<file path="config.mk">
export PLATFORM = sky130hd
export DESIGN_NAME = binary_heap_priority_queue_top
export DESIGN_NICKNAME = d
export VERILOG_FILES = /design/src/rtl/hpq_pkg.sv /design/src/rtl/hpq_mem.sv /design/src/rtl/hpq_useq.sv /design/src/rtl/binary_heap_priority_queue_top.sv
export SDC_FILE = /design/constraint.sdc
export NUM_CORES = 2
export LEC_CHECK = 0
export BUFFER_PORTS_ARGS = -buffer_cell sky130_fd_sc_hd__buf_2
export CORE_MARGIN = 2
export CORE_UTILIZATION = 50
export DETAILED_ROUTE_END_ITERATION = 8
export PLACE_DENSITY = 0.77
export SYNTH_ARGS = -nofsm -noshare
export SYNTH_HDL_FRONTEND = slang
export SYNTH_SLANG_ARGS = --single-unit
export TNS_END_PERCENT = 100
</file>
<file path="constraint.sdc">
create_clock -name clk -period 8.3 [get_ports clk]
set_clock_uncertainty 0.2 [all_clocks]
set_input_delay 1.66 -clock clk [delete_from_list [all_inputs] [get_ports clk]]
set_output_delay 1.66 -clock clk [all_outputs]
set_load 0.005 [all_outputs]
</file>
<file path="src/rtl/hpq_pkg.sv">
// Shared types, codes and the microcode program of the binary heap priority queue.
package hpq_pkg;

  // Request kinds carried in s_tuser.
  localparam logic [1:0] KIND_PUSH  = 2'd0;
  localparam logic [1:0] KIND_POP   = 2'd1;
  localparam logic [1:0] KIND_CLEAR = 2'd2;

  // Result status codes.
  localparam logic [1:0] ST_OK    = 2'd0;
  localparam logic [1:0] ST_FULL  = 2'd1;
  localparam logic [1:0] ST_EMPTY = 2'd2;

  localparam int UPC_W = 5;
  typedef logic [UPC_W-1:0] upc_t;

  // Datapath operations, one per step.
  typedef enum logic [3:0] {
    OP_NONE      = 4'd0,
    OP_ACCEPT    = 4'd1,
    OP_CLEAR     = 4'd2,
    OP_FULL      = 4'd3,
    OP_EMPTY     = 4'd4,
    OP_PUSH_SLOT = 4'd5,
    OP_UP_MOVE   = 4'd6,
    OP_TAKE_ROOT = 4'd7,
    OP_LD_CUR    = 4'd8,
    OP_BEST_INIT = 4'd9,
    OP_PICK_LC   = 4'd10,
    OP_PICK_RC   = 4'd11,
    OP_DN_MOVE   = 4'd12,
    OP_EMIT      = 4'd13
  } op_t;

  // Memory read address select.
  typedef enum logic [2:0] {
    RA_NONE   = 3'd0,
    RA_ZERO   = 3'd1,
    RA_LAST   = 3'd2,
    RA_PARENT = 3'd3,
    RA_LC     = 3'd4,
    RA_RC     = 3'd5
  } rd_sel_t;

  // Memory write select; the write address is always the hole slot.
  typedef enum logic [1:0] {
    WR_NONE = 2'd0,
    WR_RD   = 2'd1,
    WR_CUR  = 2'd2,
    WR_BEST = 2'd3
  } wr_sel_t;

  // Jump conditions. COND_NEXT never jumps.
  typedef enum logic [3:0] {
    COND_NEXT      = 4'd0,
    COND_ALWAYS    = 4'd1,
    COND_NO_IN     = 4'd2,
    COND_IS_PUSH   = 4'd3,
    COND_IS_POP    = 4'd4,
    COND_NOT_CLEAR = 4'd5,
    COND_FULL      = 4'd6,
    COND_SLOT_ZERO = 4'd7,
    COND_NOT_ABOVE = 4'd8,
    COND_EMPTY     = 4'd9,
    COND_NO_LC     = 4'd10,
    COND_NO_RC     = 4'd11,
    COND_BEST_SELF = 4'd12,
    COND_OUT_BUSY  = 4'd13
  } cond_t;

  typedef struct packed {
    op_t     op;
    rd_sel_t rd;
    wr_sel_t wr;
    cond_t   cond;
    upc_t    target;
  } ucode_t;

  // Status flags from the datapath that the sequencer branches on.
  typedef struct packed {
    logic in_valid;
    logic is_push;
    logic is_pop;
    logic is_clear;
    logic full;
    logic slot_zero;
    logic cur_above;
    logic empty;
    logic no_lc;
    logic no_rc;
    logic best_self;
    logic out_busy;
  } hpq_flags_t;

  // Entry points of the program.
  localparam upc_t S_WAIT     = 5'd0;
  localparam upc_t S_PUSH     = 5'd5;
  localparam upc_t S_UP       = 5'd7;
  localparam upc_t S_UPDONE   = 5'd10;
  localparam upc_t S_SETFULL  = 5'd11;
  localparam upc_t S_POP      = 5'd12;
  localparam upc_t S_DN       = 5'd15;
  localparam upc_t S_DNCHK    = 5'd18;
  localparam upc_t S_DNDONE   = 5'd20;
  localparam upc_t S_FIN      = 5'd21;
  localparam upc_t S_EMIT     = 5'd22;
  localparam upc_t S_SETEMPTY = 5'd24;

  function automatic ucode_t uw(input op_t o, input rd_sel_t r, input wr_sel_t w,
                                input cond_t c, input upc_t t);
    ucode_t u;
    u = '{op: o, rd: r, wr: w, cond: c, target: t};
    return u;
  endfunction

  // The control store. Read data from the memory shows in the step after the read.
  function automatic ucode_t ucode_rom(input upc_t pc);
    ucode_t u;
    case (pc)
      5'd0:  u = uw(OP_ACCEPT,    RA_NONE,   WR_NONE, COND_NO_IN,     S_WAIT);
      5'd1:  u = uw(OP_NONE,      RA_NONE,   WR_NONE, COND_IS_PUSH,   S_PUSH);
      5'd2:  u = uw(OP_NONE,      RA_NONE,   WR_NONE, COND_IS_POP,    S_POP);
      5'd3:  u = uw(OP_NONE,      RA_NONE,   WR_NONE, COND_NOT_CLEAR, S_FIN);
      5'd4:  u = uw(OP_CLEAR,     RA_NONE,   WR_NONE, COND_ALWAYS,    S_FIN);
      5'd5:  u = uw(OP_NONE,      RA_NONE,   WR_NONE, COND_FULL,      S_SETFULL);
      5'd6:  u = uw(OP_PUSH_SLOT, RA_NONE,   WR_NONE, COND_NEXT,      S_WAIT);
      5'd7:  u = uw(OP_NONE,      RA_PARENT, WR_NONE, COND_SLOT_ZERO, S_UPDONE);
      5'd8:  u = uw(OP_NONE,      RA_NONE,   WR_NONE, COND_NOT_ABOVE, S_UPDONE);
      5'd9:  u = uw(OP_UP_MOVE,   RA_NONE,   WR_RD,   COND_ALWAYS,    S_UP);
      5'd10: u = uw(OP_NONE,      RA_NONE,   WR_CUR,  COND_ALWAYS,    S_FIN);
      5'd11: u = uw(OP_FULL,      RA_NONE,   WR_NONE, COND_ALWAYS,    S_FIN);
      5'd12: u = uw(OP_NONE,      RA_ZERO,   WR_NONE, COND_EMPTY,     S_SETEMPTY);
      5'd13: u = uw(OP_TAKE_ROOT, RA_LAST,   WR_NONE, COND_NEXT,      S_WAIT);
      5'd14: u = uw(OP_LD_CUR,    RA_NONE,   WR_NONE, COND_NEXT,      S_WAIT);
      5'd15: u = uw(OP_BEST_INIT, RA_LC,     WR_NONE, COND_NO_LC,     S_DNDONE);
      5'd16: u = uw(OP_PICK_LC,   RA_RC,     WR_NONE, COND_NO_RC,     S_DNCHK);
      5'd17: u = uw(OP_PICK_RC,   RA_NONE,   WR_NONE, COND_NEXT,      S_WAIT);
      5'd18: u = uw(OP_NONE,      RA_NONE,   WR_NONE, COND_BEST_SELF, S_DNDONE);
      5'd19: u = uw(OP_DN_MOVE,   RA_NONE,   WR_BEST, COND_ALWAYS,    S_DN);
      5'd20: u = uw(OP_NONE,      RA_NONE,   WR_CUR,  COND_NEXT,      S_WAIT);
      5'd21: u = uw(OP_NONE,      RA_ZERO,   WR_NONE, COND_NEXT,      S_WAIT);
      5'd22: u = uw(OP_EMIT,      RA_NONE,   WR_NONE, COND_OUT_BUSY,  S_EMIT);
      5'd23: u = uw(OP_NONE,      RA_NONE,   WR_NONE, COND_ALWAYS,    S_WAIT);
      5'd24: u = uw(OP_EMPTY,     RA_NONE,   WR_NONE, COND_ALWAYS,    S_FIN);
      default: u = uw(OP_NONE,    RA_NONE,   WR_NONE, COND_ALWAYS,    S_WAIT);
    endcase
    return u;
  endfunction

endpackage

</file>
<file path="src/rtl/hpq_mem.sv">
// Heap entry store: one write port and one registered read port.
module hpq_mem #(
  parameter int DEPTH = 64,
  parameter int WIDTH = 48,
  localparam int IDX_W = $clog2(DEPTH)
) (
  input  logic             clk,
  input  logic             wr_en,
  input  logic [IDX_W-1:0] wr_addr,
  input  logic [WIDTH-1:0] wr_data,
  input  logic             rd_en,
  input  logic [IDX_W-1:0] rd_addr,
  output logic [WIDTH-1:0] rd_data
);

  logic [WIDTH-1:0] mem [DEPTH];

  always_ff @(posedge clk) begin
    if (wr_en) begin
      mem[wr_addr] <= wr_data;
    end
  end

  // Read data holds between reads; the sequencer relies on that.
  always_ff @(posedge clk) begin
    if (rd_en) begin
      rd_data <= mem[rd_addr];
    end
  end

endmodule

</file>
<file path="src/rtl/hpq_useq.sv">
// Microcode sequencer: step counter, control store and conditional jumps.
module hpq_useq (
  input  logic               clk,
  input  logic               rst,
  input  hpq_pkg::hpq_flags_t flags,
  output hpq_pkg::ucode_t    ctrl
);
  import hpq_pkg::*;

  upc_t upc;
  upc_t upc_next;
  logic take;

  assign ctrl = ucode_rom(upc);

  always_comb begin
    case (ctrl.cond)
      COND_NEXT:      take = 1'b0;
      COND_ALWAYS:    take = 1'b1;
      COND_NO_IN:     take = !flags.in_valid;
      COND_IS_PUSH:   take = flags.is_push;
      COND_IS_POP:    take = flags.is_pop;
      COND_NOT_CLEAR: take = !flags.is_clear;
      COND_FULL:      take = flags.full;
      COND_SLOT_ZERO: take = flags.slot_zero;
      COND_NOT_ABOVE: take = !flags.cur_above;
      COND_EMPTY:     take = flags.empty;
      COND_NO_LC:     take = flags.no_lc;
      COND_NO_RC:     take = flags.no_rc;
      COND_BEST_SELF: take = flags.best_self;
      COND_OUT_BUSY:  take = flags.out_busy;
      default:        take = 1'b1;
    endcase
    upc_next = take ? ctrl.target : upc + upc_t'(1);
  end

  always_ff @(posedge clk) begin
    if (rst) begin
      upc <= S_WAIT;
    end else begin
      upc <= upc_next;
    end
  end

endmodule

</file>
<file path="src/rtl/binary_heap_priority_queue_top.sv">
// Top level of the binary heap priority queue: stream ports, datapath, store and sequencer.
//
// A priority queue of up to DEPTH entries, each a KEY_BITS unsigned key with a
// PAYLOAD_BITS payload, kept as a binary heap in a single-port-read memory. Each
// input transaction is one request (push, pop or clear, chosen by s_tuser) and
// produces exactly one result transaction that reports the popped entry, the new
// top entry, the entry count and a status. The order register (written on the cfg
// channel; the user must write it only while the block is idle, as the block does
// not enforce it) selects smallest-key-first (0) or largest-key-first (1);
// changing it does not reorder entries already held. A push into a full heap is
// rejected with status 1 and a pop of an empty heap returns status 2, both
// leaving the heap unchanged. Requests are handled one at a time by a microcoded
// sequencer stepping a small datapath; every heap level walked costs memory round
// trips through the one registered read port, so a push or a pop takes longer the
// more levels the entry moves (at most log2 of DEPTH). The result sits in an
// output register, so a result waiting for m_tready only holds the sequencer at
// the step that loads the next result.
module binary_heap_priority_queue_top #(
  parameter int DEPTH        = 64,
  parameter int KEY_BITS     = 32,
  parameter int PAYLOAD_BITS = 16,
  localparam int CNT_W  = $clog2(DEPTH + 1),
  localparam int ENT_W  = KEY_BITS + PAYLOAD_BITS,
  localparam int IN_W   = ((ENT_W + 7) / 8) * 8,
  localparam int OUT_FW = 2 * ENT_W + CNT_W + 3,
  localparam int OUT_W  = ((OUT_FW + 7) / 8) * 8
) (
  input  logic             clk,
  input  logic             rst,
  // Request channel.
  input  logic             s_tvalid,
  output logic             s_tready,
  input  logic [IN_W-1:0]  s_tdata,   // item_key, item_payload, zero fill
  input  logic [1:0]       s_tuser,   // kind
  // Result channel.
  output logic             m_tvalid,
  input  logic             m_tready,
  output logic [OUT_W-1:0] m_tdata,   // popped_key, popped_payload, top_key, top_payload,
                                      // entry_total, is_empty, status, zero fill
  output logic [0:0]       m_tuser,   // popped_valid
  // Order register write channel.
  input  logic             cfg_valid,
  output logic             cfg_ready,
  input  logic             cfg_data   // order_max
);
  import hpq_pkg::*;

  localparam int IDX_W = $clog2(DEPTH);
  localparam int LC_W  = IDX_W + 2;   // holds 2*slot+2 for any slot below DEPTH

  function automatic logic ranks_above(input logic om, input logic [KEY_BITS-1:0] a,
                                       input logic [KEY_BITS-1:0] b);
    return om ? (a > b) : (a < b);
  endfunction

  ucode_t     ctrl;
  hpq_flags_t flags;

  // Architectural and working registers.
  logic             order_max;
  logic [CNT_W-1:0] count;
  logic [IDX_W-1:0] slot;          // current hole position
  logic [1:0]       kind;
  logic [ENT_W-1:0] cur;           // entry being sifted
  logic [ENT_W-1:0] best;
  logic [IDX_W-1:0] best_idx;
  logic             best_self;
  logic             pop_valid;
  logic [ENT_W-1:0] pop_ent;
  logic [1:0]       status;

  // Output register.
  logic             out_valid;
  logic [OUT_W-1:0] out_data;
  logic             out_busy;

  // Memory interface.
  logic             mem_wr_en;
  logic [ENT_W-1:0] mem_wr_data;
  logic             mem_rd_en;
  logic [IDX_W-1:0] mem_rd_addr;
  logic [ENT_W-1:0] rd_data;

  // Index arithmetic.
  logic [IDX_W-1:0] parent;
  logic [LC_W-1:0]  lc;
  logic [LC_W-1:0]  rc;
  logic [LC_W-1:0]  count_w;
  logic [IDX_W-1:0] last;
  logic [ENT_W-1:0] top_ent;
  logic             in_fire;

  assign parent  = (slot - IDX_W'(1)) >> 1;
  assign lc      = {1'b0, slot, 1'b1};
  assign rc      = lc + LC_W'(1);
  assign count_w = LC_W'(count);
  assign last    = IDX_W'(count - CNT_W'(1));
  assign top_ent = (count != '0) ? rd_data : '0;

  assign cfg_ready = 1'b1;
  assign s_tready  = (ctrl.op == OP_ACCEPT) && !rst;
  assign in_fire   = s_tvalid && s_tready;
  assign out_busy  = out_valid && !m_tready;

  assign flags.in_valid  = s_tvalid;
  assign flags.is_push   = (kind == KIND_PUSH);
  assign flags.is_pop    = (kind == KIND_POP);
  assign flags.is_clear  = (kind == KIND_CLEAR);
  assign flags.full      = (count == CNT_W'(DEPTH));
  assign flags.slot_zero = (slot == '0);
  assign flags.cur_above = ranks_above(order_max, cur[KEY_BITS-1:0], rd_data[KEY_BITS-1:0]);
  assign flags.empty     = (count == '0);
  assign flags.no_lc     = (lc >= count_w);
  assign flags.no_rc     = (rc >= count_w);
  assign flags.best_self = best_self;
  assign flags.out_busy  = out_busy;

  hpq_useq u_useq (
    .clk   (clk),
    .rst   (rst),
    .flags (flags),
    .ctrl  (ctrl)
  );

  always_comb begin
    case (ctrl.rd)
      RA_ZERO:   mem_rd_addr = '0;
      RA_LAST:   mem_rd_addr = last;
      RA_PARENT: mem_rd_addr = parent;
      RA_LC:     mem_rd_addr = lc[IDX_W-1:0];
      RA_RC:     mem_rd_addr = rc[IDX_W-1:0];
      default:   mem_rd_addr = '0;
    endcase
    case (ctrl.wr)
      WR_RD:   mem_wr_data = rd_data;
      WR_CUR:  mem_wr_data = cur;
      WR_BEST: mem_wr_data = best;
      default: mem_wr_data = cur;
    endcase
  end

  assign mem_rd_en = (ctrl.rd != RA_NONE);
  assign mem_wr_en = (ctrl.wr != WR_NONE);

  hpq_mem #(
    .DEPTH (DEPTH),
    .WIDTH (ENT_W)
  ) u_mem (
    .clk     (clk),
    .wr_en   (mem_wr_en),
    .wr_addr (slot),
    .wr_data (mem_wr_data),
    .rd_en   (mem_rd_en),
    .rd_addr (mem_rd_addr),
    .rd_data (rd_data)
  );

  // Control registers.
  always_ff @(posedge clk) begin
    if (rst) begin
      order_max <= 1'b0;
      count     <= '0;
    end else begin
      if (cfg_valid && cfg_ready) begin
        order_max <= cfg_data;
      end
      case (ctrl.op)
        OP_CLEAR:     count <= '0;
        OP_PUSH_SLOT: count <= count + CNT_W'(1);
        OP_TAKE_ROOT: count <= count - CNT_W'(1);
        default:      count <= count;
      endcase
    end
  end

  // Working registers of the sift; the hole method writes each moved entry once.
  always_ff @(posedge clk) begin
    case (ctrl.op)
      OP_ACCEPT: begin
        if (in_fire) begin
          cur       <= s_tdata[ENT_W-1:0];
          kind      <= s_tuser;
          pop_valid <= 1'b0;
          pop_ent   <= '0;
          status    <= ST_OK;
        end
      end
      OP_FULL:      status <= ST_FULL;
      OP_EMPTY:     status <= ST_EMPTY;
      OP_PUSH_SLOT: slot <= count[IDX_W-1:0];
      OP_UP_MOVE:   slot <= parent;
      OP_TAKE_ROOT: begin
        pop_valid <= 1'b1;
        pop_ent   <= rd_data;
        slot      <= '0;
      end
      OP_LD_CUR:    cur <= rd_data;
      OP_BEST_INIT: begin
        best      <= cur;
        best_self <= 1'b1;
      end
      OP_PICK_LC: begin
        if (ranks_above(order_max, rd_data[KEY_BITS-1:0], best[KEY_BITS-1:0])) begin
          best      <= rd_data;
          best_idx  <= lc[IDX_W-1:0];
          best_self <= 1'b0;
        end
      end
      OP_PICK_RC: begin
        if (ranks_above(order_max, rd_data[KEY_BITS-1:0], best[KEY_BITS-1:0])) begin
          best      <= rd_data;
          best_idx  <= rc[IDX_W-1:0];
          best_self <= 1'b0;
        end
      end
      OP_DN_MOVE:   slot <= best_idx;
      default: begin
      end
    endcase
  end

  // Result register; a new result may load in the cycle the old one is taken.
  always_ff @(posedge clk) begin
    if (rst) begin
      out_valid <= 1'b0;
    end else if ((ctrl.op == OP_EMIT) && !out_busy) begin
      out_valid <= 1'b1;
    end else if (m_tready) begin
      out_valid <= 1'b0;
    end
  end

  always_ff @(posedge clk) begin
    if ((ctrl.op == OP_EMIT) && !out_busy) begin
      out_data   <= OUT_W'({status, (count == '0), count, top_ent, pop_ent});
      m_tuser[0] <= pop_valid;
    end
  end

  assign m_tvalid = out_valid;
  assign m_tdata  = out_data;

endmodule

</file>
* Word-level counts from Yosys, hierarchy flattened
Memory sizes are Yosys's and may differ from the RTL's. A register that Yosys moved wholly into a read port is not among the register bits.
Cells that the tools add are included.
** Word-level totals
- Bits of input ports :: 56
- Memories :: 2
- Memory bits (writable) :: 3072
- Flip-flop bits (word level) :: 283
- Memory bits (read-only) :: 576
- Bits in latches :: 0
** Operators by class
- Shift-type cells :: 0
- Reduce and logical (&&, ||, !) cells :: 32
- Divide/modulo/power cells :: 0
- Mux-type cells :: 28
- Bitwise logic cells :: 0
- Magnitude comparators :: 6
- Multipliers :: 0
- Equality and inequality tests :: 38
- Add/subtract/negate cells :: 5
** Memories
- u_mem.mem :: depth 64, width 48, rd ports 1, clocked after memory_dff 1, write ports 1, RTL line hpq_mem.sv:16 : logic [WIDTH-1:0] mem [DEPTH];
- (no name shown) :: depth 32, width 18, rd ports 1, clocked after memory_dff 1, write ports 0, RTL line hpq_pkg.sv:119 : case (pc)
** Operators with widths (count)
- one-hot mux 48 bit (2 select lines) :: 4
- two-way mux 48 bit :: 3
- greater-than comparator 32 bit :: 2
- < comparator 32 bit :: 2
- equality test 4 bit (second input constant) :: 12
- one-hot mux 6 bit (4 select lines) :: 2
- equality test 4 x 3 -> 1 bit (second input constant) :: 8
- one-hot mux 7 bit (3 select lines) :: 1
- equality test 4 x 2 -> 1 bit (second input constant) :: 4
- one-hot mux 1 bit (13 select lines) :: 1
- two-way mux 6 bit :: 2
- one-hot mux 6 bit (2 select lines) :: 1
- nonzero test 2 bit :: 6
- two-way mux 5 bit :: 2
- AND reduction 2 bit :: 5
- nonzero test 3 bit :: 3
- adder 7 x 1 -> 8 bit (second input constant) :: 1
- >= comparator 8 x 7 -> 1 bit :: 1
- two-way mux 1 bit :: 8
- adder 7 x 1 -> 7 bit (second input constant) :: 1
- equality test 7 bit (second input constant) :: 1
- >= comparator 7 bit :: 1
- zero test 7 bit :: 1
- nonzero test 7 bit :: 1
- 21 further kinds :: 36

* Longest topological paths before layout
- Depth in word-level cells :: 6
- Depth in mapped cells :: 20
- Depth with buffers taken out :: 18

* Modules after synthesis
From an unflattened synthesis, not the netlist that was laid out.
** Second synthesis, totals
- Cell total of the unflattened synthesis :: 6290
- Area, all modules :: 133032.6 sq um
** Modules (own cells, without submodules)
- hpq_mem :: area an instance 117597.8 sq um, cells an instance 4970, seq. area each 93689.9 sq um, times used 1
- binary_heap_priority_queue_top :: area an instance 13904.6 sq um, cells an instance 1153, seq. area each 8257.9 sq um, times used 1
- hpq_useq :: area an instance 1530.2 sq um, cells an instance 167, seq. area each 460.4 sq um, times used 1

* Least setup slack after synthesis
No wires, ideal clock.
- Kind :: input to register
- From :: input m_tready
- To :: register out_data[0], in the netlist m_tdata[0], enable pin
- Data required time :: 7.514 ns
- Path buffers :: 0
- Arrival time :: 6.520 ns
- Slack :: 0.994 ns
- Stages on the path :: 2
- Cells stage by stage :: nand2b_1 > nor2b_1
** Between the ends
- Cells in the longest elaborated chain, start to end :: 4
** Ends and longest elaborated chain
- from (decl) :: RTL line binary_heap_priority_queue_top.sv:37 : input logic m_tready,
- zero test 1 bit :: RTL line binary_heap_priority_queue_top.sv:103 : assign out_busy = out_valid && !m_tready;
- logical AND 1 bit :: RTL line binary_heap_priority_queue_top.sv:103
- zero test 1 bit :: RTL line binary_heap_priority_queue_top.sv:234 : if ((ctrl.op == OP_EMIT) && !out_busy) begin
- logical AND 1 bit :: RTL line binary_heap_priority_queue_top.sv:234
- to (signal assigned) :: RTL line binary_heap_priority_queue_top.sv:235 : out_data <= OUT_W'({status, (count == '0), count, top_ent, pop_ent});
- to (decl) :: RTL line binary_heap_priority_queue_top.sv:74 : logic [OUT_W-1:0] out_data;
Every way passes these cells.
A chain may end at the register's enable or synchronous reset.

* Worst setup path after layout
- From :: register slot[0]
- To :: register u_mem.rd_data[11], read port of u_mem.mem (data pin)
** Between the ends
- Cells in the longest elaborated chain, start to end :: 2
- Elaborated cells on any way between the ends :: 3
- Those cells by class :: add/sub (2); mux (1)
** Ends and longest elaborated chain
- from (decl) :: RTL line binary_heap_priority_queue_top.sv:62 : logic [IDX_W-1:0] slot;
- from (signal assigned) :: RTL line binary_heap_priority_queue_top.sv:190 : OP_PUSH_SLOT: slot <= count[IDX_W-1:0];
- from (signal assigned) :: RTL line binary_heap_priority_queue_top.sv:191 : OP_UP_MOVE: slot <= parent;
- from (signal assigned) :: RTL line binary_heap_priority_queue_top.sv:216 : OP_DN_MOVE: slot <= best_idx;
- adder 7 x 1 -> 8 bit / subtractor 6 x 1 -> 6 bit (equally long branches) :: RTL line binary_heap_priority_queue_top.sv:95, binary_heap_priority_queue_top.sv:93
- one-hot mux 6 bit (4 select lines) (*) :: RTL line binary_heap_priority_queue_top.sv:126 : case (ctrl.rd)
- to (decl) :: RTL line hpq_mem.sv:13 : output logic [WIDTH-1:0] rd_data
Every way passes the cells marked *; elsewhere a longest branch is shown, timed or not.

==> metrics.md <==
| Metric | Value |
|---|---|
| Run status | complete, no violations |
| Max FO, Critical Path | approximately 160 |
| Pwr Total | about 40 mW |
| Worst hold path type | flip-flop to flip-flop |
| TritonRoute pass-1 iters | 9 |
| Worst-path clk slew | around 0.070 ns |
| GRT Total Usage | 0.2673 |
| Worst slew pin tran | ~1.4 ns |
| Layout area overhead | 11.83% |
| Layout cells sized above 1 | 0.09805 |
| Post-cts sizing count | 0 |
| Setup tns final | 0 ns |
| Antenna Nets Post-Route | 0 |
| Buffer depth of the longest clock path | 4 |
| Arrival time worst endpoint | roughly 6.5 ns |
| Sw power | roughly 11 mW |
| Rows | between 150 and 200 |
| Post-Syn Instances | about 11,000 |
| WL/cell | between 20 and 30 um |
| Peak VDD IR | between 0.15 and 0.2 mV |
| Total number of vias | between 90,000 and 100k |
| CTS tree | built |
| Final core occ | 0.5636 |
| Commonest non-fill, non-tap cell in the layout | edfxtp_1 |
| Commonest non-fill, non-tap cells in the layout | 3,389 x edfxtp_1, 3,168 x nand2_1, 1,457 x nand3_1, 508 x a311oi_1, 333 x clkbuf_16 |
| Slew HR | 0.03813 |
| Non-Filler Instances | between 10,000 and 15,000 |
| Max Cap Viol | 0 |
| # H-tree levels | 5 |
| Yosys warning count | 0 |
| Post-synthesis sequential area ratio | 0.7414 |
| Port bufs | approximately 160 |
| Final Cycle Share | 0.7383 |
| Critical Setup Path Class | flip-flop to flip-flop |
| CP Capture Type | flip-flop |
| Hold-fix buffers, CTS | 0 |
| Worst EP required | roughly 8.7 ns |
| Die Y | roughly 530 um |
| Die width | between 500 and 600 um |
| Post-Route WL | 385,700 um |
| Leakage | roughly 52 nW |
| First-pass GRT wire length | around 560,000 um |
| NumNets Final | 10,844 |
| Die area | ~280,000 um2 |
| # setup viols final | 0 |
| Pin count of the biggest net entering global routing | approximately 160 |
| Clk Latency, worst-skew pair | around 0.9 ns |
| Initial antenna violation count | 11 |
| Vias in the first global route | a little under 90,000 |
| Power Density | 261.8 nW/um2 |
| I/O pin cnt | roughly 170 |
| Root buf cell | clkbuf_16 |
| GP Congestion | slightly below 0.9 |
| Sequential power share | 0.503 |
| CTS buffer count | between 300 and 400 |
| Pint | between 20 and 30 mW |
| Clk pwr share | 0.363 |
| Placed cell count | roughly 14,000 |
| Final Hold Fails | 0 |
| Total grt overflow | 0 |
| Slew Limit Fails | 0 |
| Ys async rst share | 0 |
| Post-CTS setup buffers | 0 |
| Avg Inst Size Synth | roughly 13 um2 |
| Clk sink count | between 3,000 and 4,000 |
| Combinational power share | 0.134 |
| Achievable Freq | between 150 and 200 MHz |
| Initial core utilization | 0.5040 |
| HPWL after DPL | 203,900 um |
| Clock period minus final worst setup slack | approximately 6.1 ns |
| Synth Flop Type | edfxtp_1 |
| RSZ-0062 raised after global routing | no |
| Drt drc | 0 |
| Synth unique cells | between 70 and 80 |
| Core box area | ~270,000 um2 |
| EDFF count, synth | between 3,000 and 4,000 |
| Sw Ratio | 0.2647 |
| #FFs+latches synth | around 3,400 |
| CP Launch Type | flip-flop |
| Vias per inst | between 6 and 7 |
| DRT iter0 DRCs | between 15,000 and 20,000 |
| Synthesized area | 138,100 um2 |
cell usage after synthesis (3+ instances only):
library cell  instances  area (um2)
ha_1                 91        1139
inv_2                 3       11.26
mux2_2               71       799.5
o221ai_1              5       43.79
nand3_1            1457        7292
o21ai_0              53       265.3
buf_1                44       165.2
nand2b_1             12       75.07
a22oi_1               4       30.03
and2_1               34       212.7
o21ai_1               3       15.01
xor2_1                9       78.83
nor3_1               28       140.1
a21oi_1             203        1016
and3_1              228        1426
a211oi_1             54       405.4
a311oi_1            508        4449
xnor2_1              19       166.4
a221o_1               9       90.09
o22ai_1               9       56.30
buf_2                21       105.1
nand4_1              12       75.07
nand2_1            3170       11900
buf_4                 7       52.55
o211ai_1              5       37.54
inv_1                87       326.6
o22a_1                5       43.79
a31oi_1              99       619.3
nor4_1                3       18.77
o21a_1                4       30.03
nor2b_1              12       75.07
dfxtp_1              32       640.6
mux2i_1              55       550.5
a221oi_1              4       35.03
nand3b_1              5       37.54
a21o_1               17       127.6
edfxtp_1           3389      101800
nor2_1              217       814.5
clkbuf_1            674        2530
path summary, 6_finish.rpt:
check / from / to / slack [ns] / depth (start not counted)
max: slot[0] / u_mem.rd_data[11] / 2.17 / 13
min: pop_ent[20] / m_tdata[20] / 0.21 / 0
max reg2reg: slot[0] / u_mem.rd_data[11] / 2.17 / 13
min reg2reg: pop_ent[20] / m_tdata[20] / 0.21 / 0
routing by layer:
metal  GRT usage  wire length [um]  up-vias
met1      0.3584            136400    44815
met5           0               104        -
met4      0.1090             17170        4
li1            -                 -    39357
met2      0.4254            178600     7197
met3     0.05785             53520     1129
logic make-up after synthesis:
family | synth area share
simple gates | 0.1609
flops | 0.7414
compound gates | 0.05455
buf+inv | 0.02326
mux | 0.009773
fa+ha+maj | 0.008315
xor+xnor | 0.001775
other cells | 0.00005437
power groups by stage:
stage	registers, mW	clock network, mW	logic (mW)
after CTS	20.3	14.7	5.28
after detailed placement	20.7	0	5.24
after global routing	20.3	15.4	5.82
final	20.3	14.7	5.42
after floorplan	20.6	0	3.38
after global placement	20.7	0	5.07
through the flow:
stage	setup WS (ns)	hold slack (ns)	instance area, um2
final	2.172	0.2065	154500
after global routing	2.010	0.2252	154500
after CTS	2.451	0.2043	154500
after detailed placement	2.476	0.2045	144100
after global placement	2.567	0.2027	144000
after floorplan	0.9939	0.2003	138200
cell type report:
| class | instances | area, um2 |
|---|---|---|
| repair buffers | 405 | 3009 |
| clock buffers | 395 | 8566 |
| clock inverters | 190 | 1809 |
| flip-flops and latches | 3421 | 102400 |
| inverters | 90 | 337.8 |
| fillers | 20378 | 119600 |
| diodes | 8 | 20.02 |
| well taps | 3686 | 4612 |
| multi-input cells | 6453 | 33710 |
critical path, cell delays in order (launching register included):
cell      delay (ns)
edfxtp_1        0.56
inv_1           0.20
ha_1            0.42
mux2i_1         0.15
a22oi_2         0.99
buf_12          0.50
buf_4           0.63
nand2_1         0.10
and3_1          0.20
a311oi_1        0.28
a311oi_1        0.11
a311oi_1        0.36
a21oi_1         0.11
a21oi_1         0.67
flip-flops by register name, indices dropped and copies added, names as in the netlist, 5 cells and up:
register       count
best              48
best_idx           6
count              7
cur               48
m_tdata          106
pop_ent           48
slot               6
u_mem.mem       3072
u_mem.rd_data     48
u_useq.ctrl       18
u_useq.upc         5
Note: power is estimated with default switching activity, not from simulation.
